==> src/rwsr_pkg.sv <==
// ----------------------------------------------------------------------------
// rwsr_pkg : shared definitions for the rolling window spike ratio unit
// Widths, limits, register map and the divider command/status records.
// ----------------------------------------------------------------------------
package rwsr_pkg;

  localparam int NUM_BUCKETS = 10;

  localparam int CNT_W     = 16;
  localparam int TICK_W    = 63;
  localparam int CFG_W     = 32;
  localparam int ADDR_W    = 3;
  localparam int TOTAL_W   = 20;
  localparam int RATIO_W   = 14;

  localparam logic [CNT_W-1:0]   CNT_MAX   = {CNT_W{1'b1}};
  localparam logic [TOTAL_W-1:0] TOTAL_MAX = {TOTAL_W{1'b1}};

  localparam int SUM_W  = $clog2(NUM_BUCKETS * 65535 + 1);
  localparam int SLOT_W = (NUM_BUCKETS > 1) ? $clog2(NUM_BUCKETS) : 1;

  localparam int RATIO_SCALE = 10000;
  localparam int PROD_W      = SUM_W + RATIO_W;

  // shared restoring divider
  localparam int DVD_W  = 64;
  localparam int DVS_W  = 32;
  localparam int STEP_W = 7;

  localparam logic [CFG_W-1:0] BUCKET_CYCLES_RESET = 32'd100000;

  // register index, taken from paddr[2]
  localparam logic REG_BUCKET_CYCLES = 1'b0;

  typedef struct packed {
    logic              start;
    logic [DVD_W-1:0]  dividend;   // left aligned, MSB consumed first
    logic [DVS_W-1:0]  divisor;
    logic [STEP_W-1:0] steps;
  } div_cmd_t;

  typedef struct packed {
    logic busy;
    logic step;   // a quotient bit is produced this cycle
    logic qbit;
    logic done;   // last step this cycle
  } div_stat_t;

  function automatic logic [CNT_W-1:0] sat_inc(input logic [CNT_W-1:0] v);
    sat_inc = (v == CNT_MAX) ? CNT_MAX : v + CNT_W'(1);
  endfunction

  function automatic logic [TOTAL_W-1:0] sat_total(input logic [SUM_W-1:0] v);
    sat_total = (32'(v) > 32'(TOTAL_MAX)) ? TOTAL_MAX : TOTAL_W'(v);
  endfunction

endpackage

==> src/rwsr_div.sv <==
// ----------------------------------------------------------------------------
// rwsr_div : shared bit-serial restoring divider
// One quotient bit per cycle, MSB first, for a programmable number of steps.
// ----------------------------------------------------------------------------
module rwsr_div (
  input  logic                         clk_i,
  input  logic                         rst_ni,
  input  rwsr_pkg::div_cmd_t           cmd_i,
  output rwsr_pkg::div_stat_t          stat_o,
  output logic [rwsr_pkg::DVD_W-1:0]   quotient_o
);
  import rwsr_pkg::*;

  logic              busy_q;
  logic [STEP_W-1:0] cnt_q;
  logic [DVD_W-1:0]  dvd_q;
  logic [DVS_W-1:0]  dvs_q;
  logic [DVS_W-1:0]  rem_q, rem_d;
  logic [DVD_W-1:0]  quo_q;
  logic [DVS_W:0]    trial;
  logic [DVS_W:0]    diff;
  logic              qbit;

  assign trial = {rem_q, dvd_q[DVD_W-1]};
  assign diff  = trial - {1'b0, dvs_q};
  assign qbit  = (trial >= {1'b0, dvs_q});
  assign rem_d = qbit ? diff[DVS_W-1:0] : trial[DVS_W-1:0];

  always_ff @(posedge clk_i or negedge rst_ni) begin
    if (!rst_ni) begin
      busy_q <= 1'b0;
      cnt_q  <= '0;
    end else if (cmd_i.start) begin
      busy_q <= 1'b1;
      cnt_q  <= cmd_i.steps;
    end else if (busy_q) begin
      cnt_q <= cnt_q - STEP_W'(1);
      if (cnt_q == STEP_W'(1)) begin
        busy_q <= 1'b0;
      end
    end
  end

  always_ff @(posedge clk_i) begin
    if (cmd_i.start) begin
      dvd_q <= cmd_i.dividend;
      dvs_q <= cmd_i.divisor;
      rem_q <= '0;
      quo_q <= '0;
    end else if (busy_q) begin
      dvd_q <= {dvd_q[DVD_W-2:0], 1'b0};
      rem_q <= rem_d;
      quo_q <= {quo_q[DVD_W-2:0], qbit};
    end
  end

  assign stat_o.busy = busy_q;
  assign stat_o.step = busy_q;
  assign stat_o.qbit = qbit;
  assign stat_o.done = busy_q && (cnt_q == STEP_W'(1));
  assign quotient_o  = quo_q;

`ifndef NO_ASSERTIONS
  // never restart the unit in the middle of a division
  a_no_restart: assert property (@(posedge clk_i) disable iff (!rst_ni)
    cmd_i.start |-> !busy_q)
    else $error("divider started while busy");

  // the unit goes idle right after its last step
  a_done_idle: assert property (@(posedge clk_i) disable iff (!rst_ni)
    (stat_o.done && !cmd_i.start) |=> !busy_q)
    else $error("divider still busy after last step");

  // a running division always has steps left
  a_count_live: assert property (@(posedge clk_i) disable iff (!rst_ni)
    busy_q |-> (cnt_q != '0))
    else $error("divider busy with no steps left");
`endif

endmodule

==> src/rolling_window_spike_ratio_unit.sv <==
// ----------------------------------------------------------------------------
// rolling_window_spike_ratio_unit : bucketed sliding-window spike ratio
// Sorts each sample into a time bucket, keeps saturating per-slot frame and
// spike counts, and reports window totals plus the spike share in 0.01 %.
// ----------------------------------------------------------------------------
//
//  channel  | dir | handshake              | payload
//  ---------+-----+------------------------+-----------------------------------
//  s_axis   | in  | tvalid / tready        | tdata: now_ticks, tuser: spike
//  m_axis   | out | tvalid / tready        | tdata: frame/spike totals, ratio
//  apb      | in  | psel/penable/pready    | bucket_cycles at byte address 0
//
//  Each sample passes through the bucket division, the slot update, the
//  summation over all NUM_BUCKETS slots, the product and the ratio division
//  before the next sample is taken. Both divisions run on the one shared
//  bit-serial divider, one quotient bit per cycle.
//  Reset clears the counters and the current bucket and sets bucket_cycles to 100000.
//  s_axis_tready is high only while the sequencer is idle; a finished result
//  waits in the output register and the next sample is taken meanwhile; while
//  that register is still full the sequencer holds in its done state.
//
module rolling_window_spike_ratio_unit (
  input  logic                         clk_i,
  input  logic                         rst_ni,

  input  logic                         s_axis_tvalid,
  output logic                         s_axis_tready,
  input  logic [63:0]                  s_axis_tdata,  // [62:0] now_ticks, [63] zero
  input  logic [0:0]                   s_axis_tuser,  // [0] spike

  output logic                         m_axis_tvalid,
  input  logic                         m_axis_tready,
  output logic [55:0]                  m_axis_tdata,  // [19:0] frame_total,
                                                      // [39:20] spike_total,
                                                      // [53:40] spike_ratio, zero pad

  input  logic                         psel,
  input  logic                         penable,
  input  logic                         pwrite,
  input  logic [rwsr_pkg::ADDR_W-1:0]  paddr,
  input  logic [31:0]                  pwdata,
  output logic [31:0]                  prdata,
  output logic                         pready
);
  import rwsr_pkg::*;

  // sequencer codes
  localparam logic [2:0] S_IDLE   = 3'd0;
  localparam logic [2:0] S_DIV1   = 3'd1;
  localparam logic [2:0] S_UPD    = 3'd2;
  localparam logic [2:0] S_SUM    = 3'd3;
  localparam logic [2:0] S_MUL    = 3'd4;
  localparam logic [2:0] S_DIV2GO = 3'd5;
  localparam logic [2:0] S_DIV2   = 3'd6;
  localparam logic [2:0] S_DONE   = 3'd7;

  logic [2:0]        state_q, state_d;

  logic [CFG_W-1:0]  bucket_cycles_q;
  logic [CFG_W-1:0]  width;

  logic [CNT_W-1:0]  frame_q [NUM_BUCKETS];
  logic [CNT_W-1:0]  spike_q [NUM_BUCKETS];
  logic [TICK_W-1:0] cur_bucket_q;

  logic              spike_in_q;
  logic [SLOT_W-1:0] slot_q;       // bucket mod NUM_BUCKETS, folded during division
  logic [SLOT_W:0]   fold;
  logic [SLOT_W-1:0] idx_q;
  logic [SLOT_W-1:0] rd_idx;
  logic [CNT_W-1:0]  rd_frame, rd_spike;

  logic [SUM_W-1:0]  f_acc_q, s_acc_q;
  logic [PROD_W-1:0] prod_q;

  logic [55:0]       out_data_q;
  logic              out_valid_q;

  div_cmd_t          div_cmd;
  div_stat_t         div_stat;
  logic [DVD_W-1:0]  div_quo;

  logic              in_xfer;
  logic              out_free;
  logic [TICK_W-1:0] bucket;
  logic              new_bucket;
  logic [CNT_W-1:0]  base_frame, base_spike, upd_frame, upd_spike;
  logic [RATIO_W-1:0] ratio;

  // ---------------------------------------------------------------- APB
  assign pready = 1'b1;
  assign prdata = (paddr[2] == REG_BUCKET_CYCLES) ? bucket_cycles_q : '0;

  always_ff @(posedge clk_i or negedge rst_ni) begin
    if (!rst_ni) begin
      bucket_cycles_q <= BUCKET_CYCLES_RESET;
    end else if (psel && penable && pwrite && pready && (paddr[2] == REG_BUCKET_CYCLES)) begin
      bucket_cycles_q <= pwdata;
    end
  end

  // a zero bucket width acts as one tick
  assign width = (bucket_cycles_q == '0) ? CFG_W'(1) : bucket_cycles_q;

  // ---------------------------------------------------------------- handshakes
  assign s_axis_tready = (state_q == S_IDLE);
  assign in_xfer       = s_axis_tvalid && s_axis_tready;
  assign out_free      = !out_valid_q || m_axis_tready;
  assign m_axis_tvalid = out_valid_q;
  assign m_axis_tdata  = out_data_q;

  // ---------------------------------------------------------------- divider
  // first pass: now_ticks / width; second pass: 10000*S / F
  always_comb begin
    div_cmd = '0;
    if (in_xfer) begin
      div_cmd.start    = 1'b1;
      div_cmd.dividend = {s_axis_tdata[TICK_W-1:0], {(DVD_W-TICK_W){1'b0}}};
      div_cmd.divisor  = width;
      div_cmd.steps    = STEP_W'(TICK_W);
    end else if (state_q == S_DIV2GO) begin
      div_cmd.start    = 1'b1;
      div_cmd.dividend = {prod_q, {(DVD_W-PROD_W){1'b0}}};
      div_cmd.divisor  = DVS_W'(f_acc_q);
      div_cmd.steps    = STEP_W'(PROD_W);
    end
  end

  rwsr_div u_div (
    .clk_i      (clk_i),
    .rst_ni     (rst_ni),
    .cmd_i      (div_cmd),
    .stat_o     (div_stat),
    .quotient_o (div_quo)
  );

  // fold quotient bits, MSB first, into the slot: m = (2m + q) mod N
  always_comb begin
    fold = {slot_q, div_stat.qbit};
    if (32'(fold) >= 32'(NUM_BUCKETS)) begin
      fold = fold - (SLOT_W+1)'(NUM_BUCKETS);
    end
  end

  // ---------------------------------------------------------------- slot update
  assign bucket     = div_quo[TICK_W-1:0];
  assign rd_idx     = (state_q == S_UPD) ? slot_q : idx_q;
  assign rd_frame   = frame_q[rd_idx];
  assign rd_spike   = spike_q[rd_idx];
  assign new_bucket = (bucket != cur_bucket_q);
  assign base_frame = new_bucket ? '0 : rd_frame;
  assign base_spike = new_bucket ? '0 : rd_spike;
  assign upd_frame  = sat_inc(base_frame);
  // a spike count never passes its slot's frame count
  assign upd_spike  = (spike_in_q && (base_spike < upd_frame)) ? sat_inc(base_spike)
                                                               : base_spike;

  always_ff @(posedge clk_i or negedge rst_ni) begin
    if (!rst_ni) begin
      cur_bucket_q <= '0;
      for (int i = 0; i < NUM_BUCKETS; i++) begin
        frame_q[i] <= '0;
        spike_q[i] <= '0;
      end
    end else if (state_q == S_UPD) begin
      cur_bucket_q    <= bucket;
      frame_q[slot_q] <= upd_frame;
      spike_q[slot_q] <= upd_spike;
    end
  end

  // ---------------------------------------------------------------- sequencer
  always_comb begin
    state_d = state_q;
    unique case (state_q)
      S_IDLE:   if (in_xfer) state_d = S_DIV1;
      S_DIV1:   if (div_stat.done) state_d = S_UPD;
      S_UPD:    state_d = S_SUM;
      S_SUM:    if (idx_q == SLOT_W'(NUM_BUCKETS-1)) state_d = S_MUL;
      S_MUL:    state_d = S_DIV2GO;
      S_DIV2GO: state_d = S_DIV2;
      S_DIV2:   if (div_stat.done) state_d = S_DONE;
      S_DONE:   if (out_free) state_d = S_IDLE;
      default:  state_d = S_IDLE;
    endcase
  end

  always_ff @(posedge clk_i or negedge rst_ni) begin
    if (!rst_ni) begin
      state_q     <= S_IDLE;
      out_valid_q <= 1'b0;
    end else begin
      state_q <= state_d;
      if (state_q == S_DONE && out_free) begin
        out_valid_q <= 1'b1;
      end else if (m_axis_tready) begin
        out_valid_q <= 1'b0;
      end
    end
  end

  assign ratio = (f_acc_q == '0) ? '0 : div_quo[RATIO_W-1:0];

  // datapath registers, no reset needed
  always_ff @(posedge clk_i) begin
    if (in_xfer) begin
      spike_in_q <= s_axis_tuser[0];
      slot_q     <= '0;
    end else if (state_q == S_DIV1 && div_stat.step) begin
      slot_q <= fold[SLOT_W-1:0];
    end

    if (state_q == S_UPD) begin
      idx_q   <= '0;
      f_acc_q <= '0;
      s_acc_q <= '0;
    end else if (state_q == S_SUM) begin
      idx_q   <= idx_q + SLOT_W'(1);
      f_acc_q <= f_acc_q + SUM_W'(rd_frame);
      s_acc_q <= s_acc_q + SUM_W'(rd_spike);
    end

    if (state_q == S_MUL) begin
      prod_q <= PROD_W'(s_acc_q) * PROD_W'(RATIO_SCALE);
    end

    if (state_q == S_DONE && out_free) begin
      out_data_q <= {2'b00, ratio, sat_total(s_acc_q), sat_total(f_acc_q)};
    end
  end

`ifndef NO_ASSERTIONS
  // a transferred sample keeps the input closed on the following cycle
  a_busy_after_xfer: assert property (@(posedge clk_i) disable iff (!rst_ni)
    in_xfer |=> !s_axis_tready)
    else $error("input reopened right after a transfer");

  // the folded slot stays inside the window
  a_slot_range: assert property (@(posedge clk_i) disable iff (!rst_ni)
    (state_q == S_UPD) |-> (32'(slot_q) < 32'(NUM_BUCKETS)))
    else $error("slot index out of range");

  // spike sum never passes the frame sum
  a_sum_order: assert property (@(posedge clk_i) disable iff (!rst_ni)
    (state_q == S_DONE) |-> (s_acc_q <= f_acc_q))
    else $error("spike total above frame total");

  // reported ratio stays within 100.00 percent
  a_ratio_range: assert property (@(posedge clk_i) disable iff (!rst_ni)
    m_axis_tvalid |-> (m_axis_tdata[53:40] <= 14'd10000))
    else $error("ratio above 10000");
`endif

endmodule

==> config.mk <==
export PLATFORM = sky130hd
export DESIGN_NAME = rolling_window_spike_ratio_unit
export DESIGN_NICKNAME = d
export VERILOG_FILES = /design/src/rwsr_pkg.sv /design/src/rwsr_div.sv /design/src/rolling_window_spike_ratio_unit.sv
export SDC_FILE = /design/constraint.sdc
export NUM_CORES = 2
export LEC_CHECK = 0
export BUFFER_PORTS_ARGS = -buffer_cell sky130_fd_sc_hd__buf_2
export CAP_MARGIN = 20
export CORE_AREA = 8 8 278 280
export DETAILED_ROUTE_END_ITERATION = 12
export DIE_AREA = 0 0 286 288
export PLACE_DENSITY = 0.73
export SLEW_MARGIN = 20
export SYNTH_ARGS = -nofsm -noshare
export SYNTH_HDL_FRONTEND = slang
export SYNTH_SLANG_ARGS = --single-unit
==> constraint.sdc <==
create_clock -name clk_i -period 6.5 [get_ports clk_i]
set_input_delay 0 -clock clk_i [delete_from_list [all_inputs] [get_ports clk_i]]
set_output_delay 0 -clock clk_i [all_outputs]
set_load 0.005 [all_outputs]
# --- Yosys cells after proc, flatten, opt, wreduce, memory -nomap -nowiden ---
# Cells that the tools add are included.
word_totals:
  wordCells: 127
  output_inout_bits: 91
  input_bits: 107
  regBits: 751
classes:
  reduce_logical: 17
  bitwise_logic: 3
  order_cmp: 6
  n_eq_ne: 17
  n_mul: 1
  n_addsub: 8
  mux: 37
op_table:
  columns: ["cell", "n"]
  rows:
  - ["$bwmux W160", 2]
  - ["$mux W104", 2]
  - ["$mux W16", 10]
  - ["$bmux W16 S4", 2]
  - ["$mux W64", 2]
  - ["$mux W32", 3]
  - ["$demux W16 S4", 1]
  - ["$ne A63 B63 Y1", 1]
  - ["$add A20 B16 Y20", 2]
  - ["$ge A33 B32 Y1", 1]
  - ["$add A16 B1 Y16 const B", 2]
  - ["$eq A16 B16 Y1 const B", 2]
  - ["$logic_not A32 Y1", 1]
  - ["$sub A32 B32 Y32", 1]
  - ["$mul A20 B10 Y30 const B", 1]
  - ["$pmux W3 S8", 1]
  - ["$logic_not A20 Y1", 1]
  - ["$lt A16 B16 Y1", 1]
  - ["$mux W3", 5]
  - ["$mux W7", 2]
  - ["$eq A3 B3 Y1 const B", 4]
  - ["$ge A5 B5 Y1 const B", 2]
  - ["$not A4 Y5", 2]
  - ["$logic_and A1 B1 Y1", 9]
  - ["other kinds (19)", 29]

# --- Logic depth before layout (Yosys ltp) ---
logic_depth:
  word_depth: 13
  mapped_depth: 34
  mapped_depth_nobuf: 25

# --- Hierarchy ---
# A second synthesis with hierarchy kept.
unflattened:
  hier_cells: 4191
  area_unflattened_um2: 41289.6
modules_own_cells:
  columns: ["module", "area_each_um2", "n_inst", "seq_area_each_um2", "cells_per_inst"]
  rows:
  - ["rolling_window_spike_ratio_unit", 31627.8, 1, 14005.9, 3286]
  - ["rwsr_div", 9661.8, 1, 5004.8, 905]

# --- Worst setup path after synthesis ---
# Ideal clock, no wire load.
synth_timing:
  path_type: "reg2reg"
  startpoint: "reg state_q[0]"
  endpoint: "reg spike_q[102] (netlist name)"
  t_required_ns: 6.375
  synth_period_minus_slack_ns: 6.143
  stages_incl_launch_ff: 32
  setup_time_ns: 0.125
  path_slack_ns: 0.357
  t_arrival_ns: 6.018
  path_buffers: 8
  cell_sequence: "dfrtp_1 buf_2 nand4bb_1 buf_2 o21ai_2 buf_4 buf_4 mux2i_1 mux2i_1 mux2_2 a21oi_1 nor2_1 ha_1 inv_1 or3_1 clkbuf_1 nor2_1 buf_2 a21oi_1 clkbuf_1 ha_1 a21o_1 a21o_1 a21oi_1 a2111o_1 a21oi_1 a2111oi_0 o21ai_0 clkbuf_1 nor4b_2 mux2_4 mux2_2"
synth_via:
  elab_chain_len: 13
  elab_cells_between_ends: 21
  classes_between: "add/sub (2); order compare (1); eq/ne (3); mux (13); bitwise (1); reduce/logical (1)"
synth_rtl:
  columns: ["element", "line", "text"]
  rows:
  - ["from (decl)", "rolling_window_spike_ratio_unit.sv:57", "logic [2:0] state_q, state_d;"]
  - ["from (signal assigned)", "rolling_window_spike_ratio_unit.sv:193", "state_q <= state_d;"]
  - ["$eq A3 B2 Y1 (*)", "rolling_window_spike_ratio_unit.sv:147, rolling_window_spike_ratio_unit.sv:165", null]
  - ["$mux W4", "rolling_window_spike_ratio_unit.sv:147", "assign rd_idx = (state_q == S_UPD) ? slot_q : idx_q;"]
  - ["$not A4 Y5 (implied by the code)", "rolling_window_spike_ratio_unit.sv:148, rolling_window_spike_ratio_unit.sv:149", null]
  - ["$bmux W16 S4", "rolling_window_spike_ratio_unit.sv:148", "assign rd_frame = frame_q[rd_idx];"]
  - ["$mux W16 (implied by the code) (2 in a row)", "rolling_window_spike_ratio_unit.sv:148", null]
  - ["$mux W16", "rolling_window_spike_ratio_unit.sv:151", "assign base_frame = new_bucket ? '0 : rd_frame;"]
  - ["$add A16 B1 Y16 or $eq A16 B16 Y1 (tied branches)", "rwsr_pkg.sv:50", "sat_inc = (v == CNT_MAX) ? CNT_MAX : v + CNT_W'(1);"]
  - ["$mux W16", "rwsr_pkg.sv:50", null]
  - ["$lt A16 B16 Y1", "rolling_window_spike_ratio_unit.sv:155", "assign upd_spike = (spike_in_q && (base_spike < upd_frame)) ? sat_inc(base_spike)"]
  - ["$logic_and A1 B1 Y1", "rolling_window_spike_ratio_unit.sv:155", null]
  - ["$mux W16", "rolling_window_spike_ratio_unit.sv:155", null]
  - ["$bwmux W160", "rolling_window_spike_ratio_unit.sv:168", "spike_q[slot_q] <= upd_spike;"]
  - ["to (signal, indexed assignment)", "rolling_window_spike_ratio_unit.sv:168", null]
  - ["to (decl)", "rolling_window_spike_ratio_unit.sv:63", "logic [CNT_W-1:0] spike_q [NUM_BUCKETS];"]
# Every way passes the cells marked *; elsewhere a longest branch is shown, timed or not. The select of a mux whose other input is x is not followed.
# A chain may end at the register's enable or synchronous reset.

# --- Worst setup path after layout ---
layout_timing:
  startpoint: "reg state_q[0]"
  endpoint: "reg spike_q[84] (netlist name)"
# The elaborated chain is that of the path after synthesis.

==> impl_metrics.py <==
metrics = {
    "route": {
        "vias": 31111,
        "totalWireLength_um": 107000,
        "firstDrtPassIters": 8,
        "routed_via_density": 5.82,
        "ant_nets": 0,
        "drc": 0,
        "drtIter0Drc": 2857,
        "wl_per_cell_um": 20.0,
    },
    "power_and_ir_drop": {
        "p_sw_share_pct": 39.6,
        "p_clk_share_pct": 23.7,
        "p_sw_mw": 7.75,
        "power.internal_mw": 11.8,
        "pwr-share-comb_pct": 44.0,
        "ir_drop_v": 0.000467,
        "power.density_nw_per_um2": 423,
        "power_mw": 19.6,
        "pwr-share-seq_pct": 32.2,
        "p_leak_nw": 21.4,
    },
    "setup_path": {
        "crit_chain": "nor3b_4 -> buf_4 -> o21ai_2 -> buf_4 -> nand2_1 -> o22ai_1 -> o32ai_4 -> nand4_1 -> or3_1 -> buf_4 -> nor2_1 -> xnor2_1 -> o22ai_1 -> inv_1 -> ha_1 -> nand4_1 -> a2111o_1 -> or3_1 -> a311oi_2 -> buf_12 -> nor3_2 -> a2bb2oi_2 -> mux2_2",
        "path_class": "flop to flop",
        "cp-start-kind": "flop",
        "cp-end-kind": "flop",
        "cp.buffers_inverters": 5,
        "critical_path_required_ps": 7050,
        "critPathMaxFanout": 21,
        "crit_arrival_ps": 6770,
        "crit_top_cell": "buf_4",
        "cpPeakStageDelay_ps": 500,
        "cp_top_family": "compound AO/OA/AOI/OAI gates",
        "slowest_stage": "dfrtp_1",
    },
    "final_layout": {
        "layout-drive-gt1-share_pct": 16.1,
        "area_growth_pct": 14.5,
        "finalNetCount": 4654,
        "final_cells": 5350,
    },
    "timing": {
        "finalMaxSlewViolations": 0,
        "rsz0062_at_grt": "yes",
        "slew-limit-headroom_pct": 21.7,
        "clock.fmax_mhz": 161,
        "finalSetupViolations": 0,
        "final.setup.worst_slack_ps": 272,
        "fin_skew_ps": 30.8,
        "post-route-period-util_pct": 95.8,
        "layout_min_cycle_time_ps": 6230,
        "hold_viol_final": 0,
        "worstMarginPinSlew_ps": 1180,
    },
    "yosys": {
        "yosysWarnings": 0,
        "ys_types": 110,
        "async_flop_share_pct": 56.9,
        "ys_seq_area_share_pct": 47.0,
        "syn_inst": 4060,
        "synth_edf_count": 180,
        "syn_area_per_cell_um2": 9.94,
        "yosys_register_bits": 750,
        "synth_top_flop_cell": "dfrtp_1",
        "syn_area_um2": 40400,
    },
    "hold_path": {
        "min_path_type": "input port to async pin",
    },
    "clock_network": {
        "cts_buffers": 80,
        "clockBufferDepth": 3,
        "cts_tree": "built",
        "root_buffer": "clkbuf_16",
        "clkSlewWorstSetupHoldPaths_ps": 60,
        "cts.sink_count": 750,
        "htreeDepth": 3,
        "insertion_delay_ps": 630,
    },
    "placement": {
        "dp.cells": 5088,
        "io_buffers": 191,
        "routabilityCongestion": 0.905,
        "dp_slack_ps": 256,
        "dp_hpwl_um": 70600,
    },
    "global_route": {
        "grt_max_degree": 159,
        "busiest_layer": "met2",
        "globalRouteMet2Util_pct": 40.5,
        "overflow": 0,
        "grtUsageTotal_pct": 25.4,
        "use_met1_pct": 34.9,
        "antenna_found_initial": 5,
        "met3_usage_pct": 4.12,
        "grt_pass1_vias": 30455,
        "grt_pass1_wl_um": 170000,
    },
    "job": {
        "maxCapViolCount": 0,
    },
    "floorplan": {
        "initial_core_util_pct": 55.6,
        "die_w_um": 286,
        "die-area_um2": 82400,
        "ioPinCount": 198,
        "num_rows": 99,
        "die-height_um": 288,
        "coreArea_um2": 72600,
    },
    "outcome": {
        "outcome": "complete, no violations",
    },
}
-- placed cells by master, fill, tap and decap left out, types with 22 or more instances in the layout --
cell type	n
fa_1	50
inv_1	208
nand4_1	37
a31oi_1	31
a21o_1	30
o211ai_1	37
clkbuf_16	83
nor3_1	29
and2_1	32
buf_2	190
edfxtp_1	180
o21ai_0	249
dfrtp_1	420
nor2b_1	57
nand3_1	129
mux2_2	172
mux2i_1	198
a22o_1	22
nand2_1	752
ha_1	174
a21oi_1	154
xor2_1	34
nor2_1	195
a211oi_1	35
xnor2_1	126
buf_4	115
dlygate4sd3_1	99
dfxtp_1	143
-- final cells by class --
cell class	count	area (µm²)
antenna	5	12.5
clock buffer	111	2260
clock inverter	34	392
fill	5799	26400
inverter	212	798
multi-input combinational	2864	19600
sequential	750	19000
tap	959	1200
timing repair buffer	415	2990
-- stage by stage --
step	hold slack, ps	area [µm²]	setup TNS [ps]	utilization (%)
floorplan	-296	40400	0	-
global placement	143	42400	0	58.4
detailed placement	131	42400	0	58.4
CTS	57.8	46100	0	63.5
global route	131	46200	-583	63.7
finish	48.5	46200	0	63.7
-- registers in the layout (all words and copies together), names as in the netlist, 20 cells and up --
| name | cells |
|---|---|
| frame_q | 160 |
| spike_q | 160 |
| cur_bucket_q | 63 |
| u_div.dvd_q | 63 |
| u_div.quotient_o | 63 |
| m_axis_tdata | 54 |
| bucket_cycles_q | 32 |
| u_div.dvs_q | 32 |
| u_div.rem_q | 32 |
| prod_q | 30 |
| f_acc_q | 20 |
| s_acc_q | 20 |
-- worst paths after layout --
kind                             start  cells past startpoint  slack, ps                 end
max                         state_q[0]                     23        270         spike_q[84]
min                             rst_ni                      2         50  bucket_cycles_q[6]
max reg2reg                 state_q[0]                     23        270         spike_q[84]
min reg2reg                frame_q[40]                      2        480         frame_q[40]
max in group asynchronous       rst_ni                      3       4950         spike_q[92]
min in group clk_i             penable                      4        130  bucket_cycles_q[1]
-- routing by layer --
layer,share of wire (%),vias up
met5,0.012,-
met2,46,1131
met4,3.9,2
met1,43,15097
met3,7.2,289
li1,-,14592
-- power by group through the flow --
stage / combinational [mW] / clock (mW) / sequential [mW]
floorplan: 6.20 / 0 / 6.16
global placement: 8.14 / 0 / 6.36
detailed placement: 8.29 / 0 / 6.38
CTS: 8.41 / 4.72 / 6.30
global route: 9.48 / 4.89 / 6.39
finish: 8.62 / 4.65 / 6.31
-- synthesized netlist by cell type (30+ instances only) --
master,instances,area (µm²)
a211oi_1,36,270
a21o_1,30,225
a21oi_1,154,771
a31oi_1,31,194
and2_1,32,200
clkbuf_1,154,578
dfrtp_1,421,10500
dfxtp_1,143,2860
edfxtp_1,180,5410
fa_1,50,1000
ha_1,174,2180
inv_1,209,785
mux2_2,173,1950
mux2i_1,199,1990
nand2_1,760,2850
nand3_1,129,646
nand4_1,37,231
nor2_1,200,751
nor2b_1,57,357
o211ai_1,37,278
o21ai_0,250,1250
xnor2_1,126,1100
xor2_1,34,298
-- kinds of logic (layout without fill, tap and decap cells) --
family | after synthesis | in the layout | share of synthesized area [%]
compound gates | 717 | 717 | 11.3
xor+xnor | 160 | 160 | 3.47
fa+ha+maj | 224 | 224 | 7.87
buf+inv | 447 | 772 | 4.72
other cells | 2 | 8 | 0.0186
flops | 750 | 750 | 47.0
mux | 384 | 384 | 10.2
simple gates | 1376 | 1376 | 15.4
-- repair_timing --
action,CTS,global route
hold buffers,99,0
hold endpoints to repair,207,0
resized for setup,0,8
buffers inserted,0,13
setup endpoints to repair,0,150
Power figures use the tool's default switching activity.
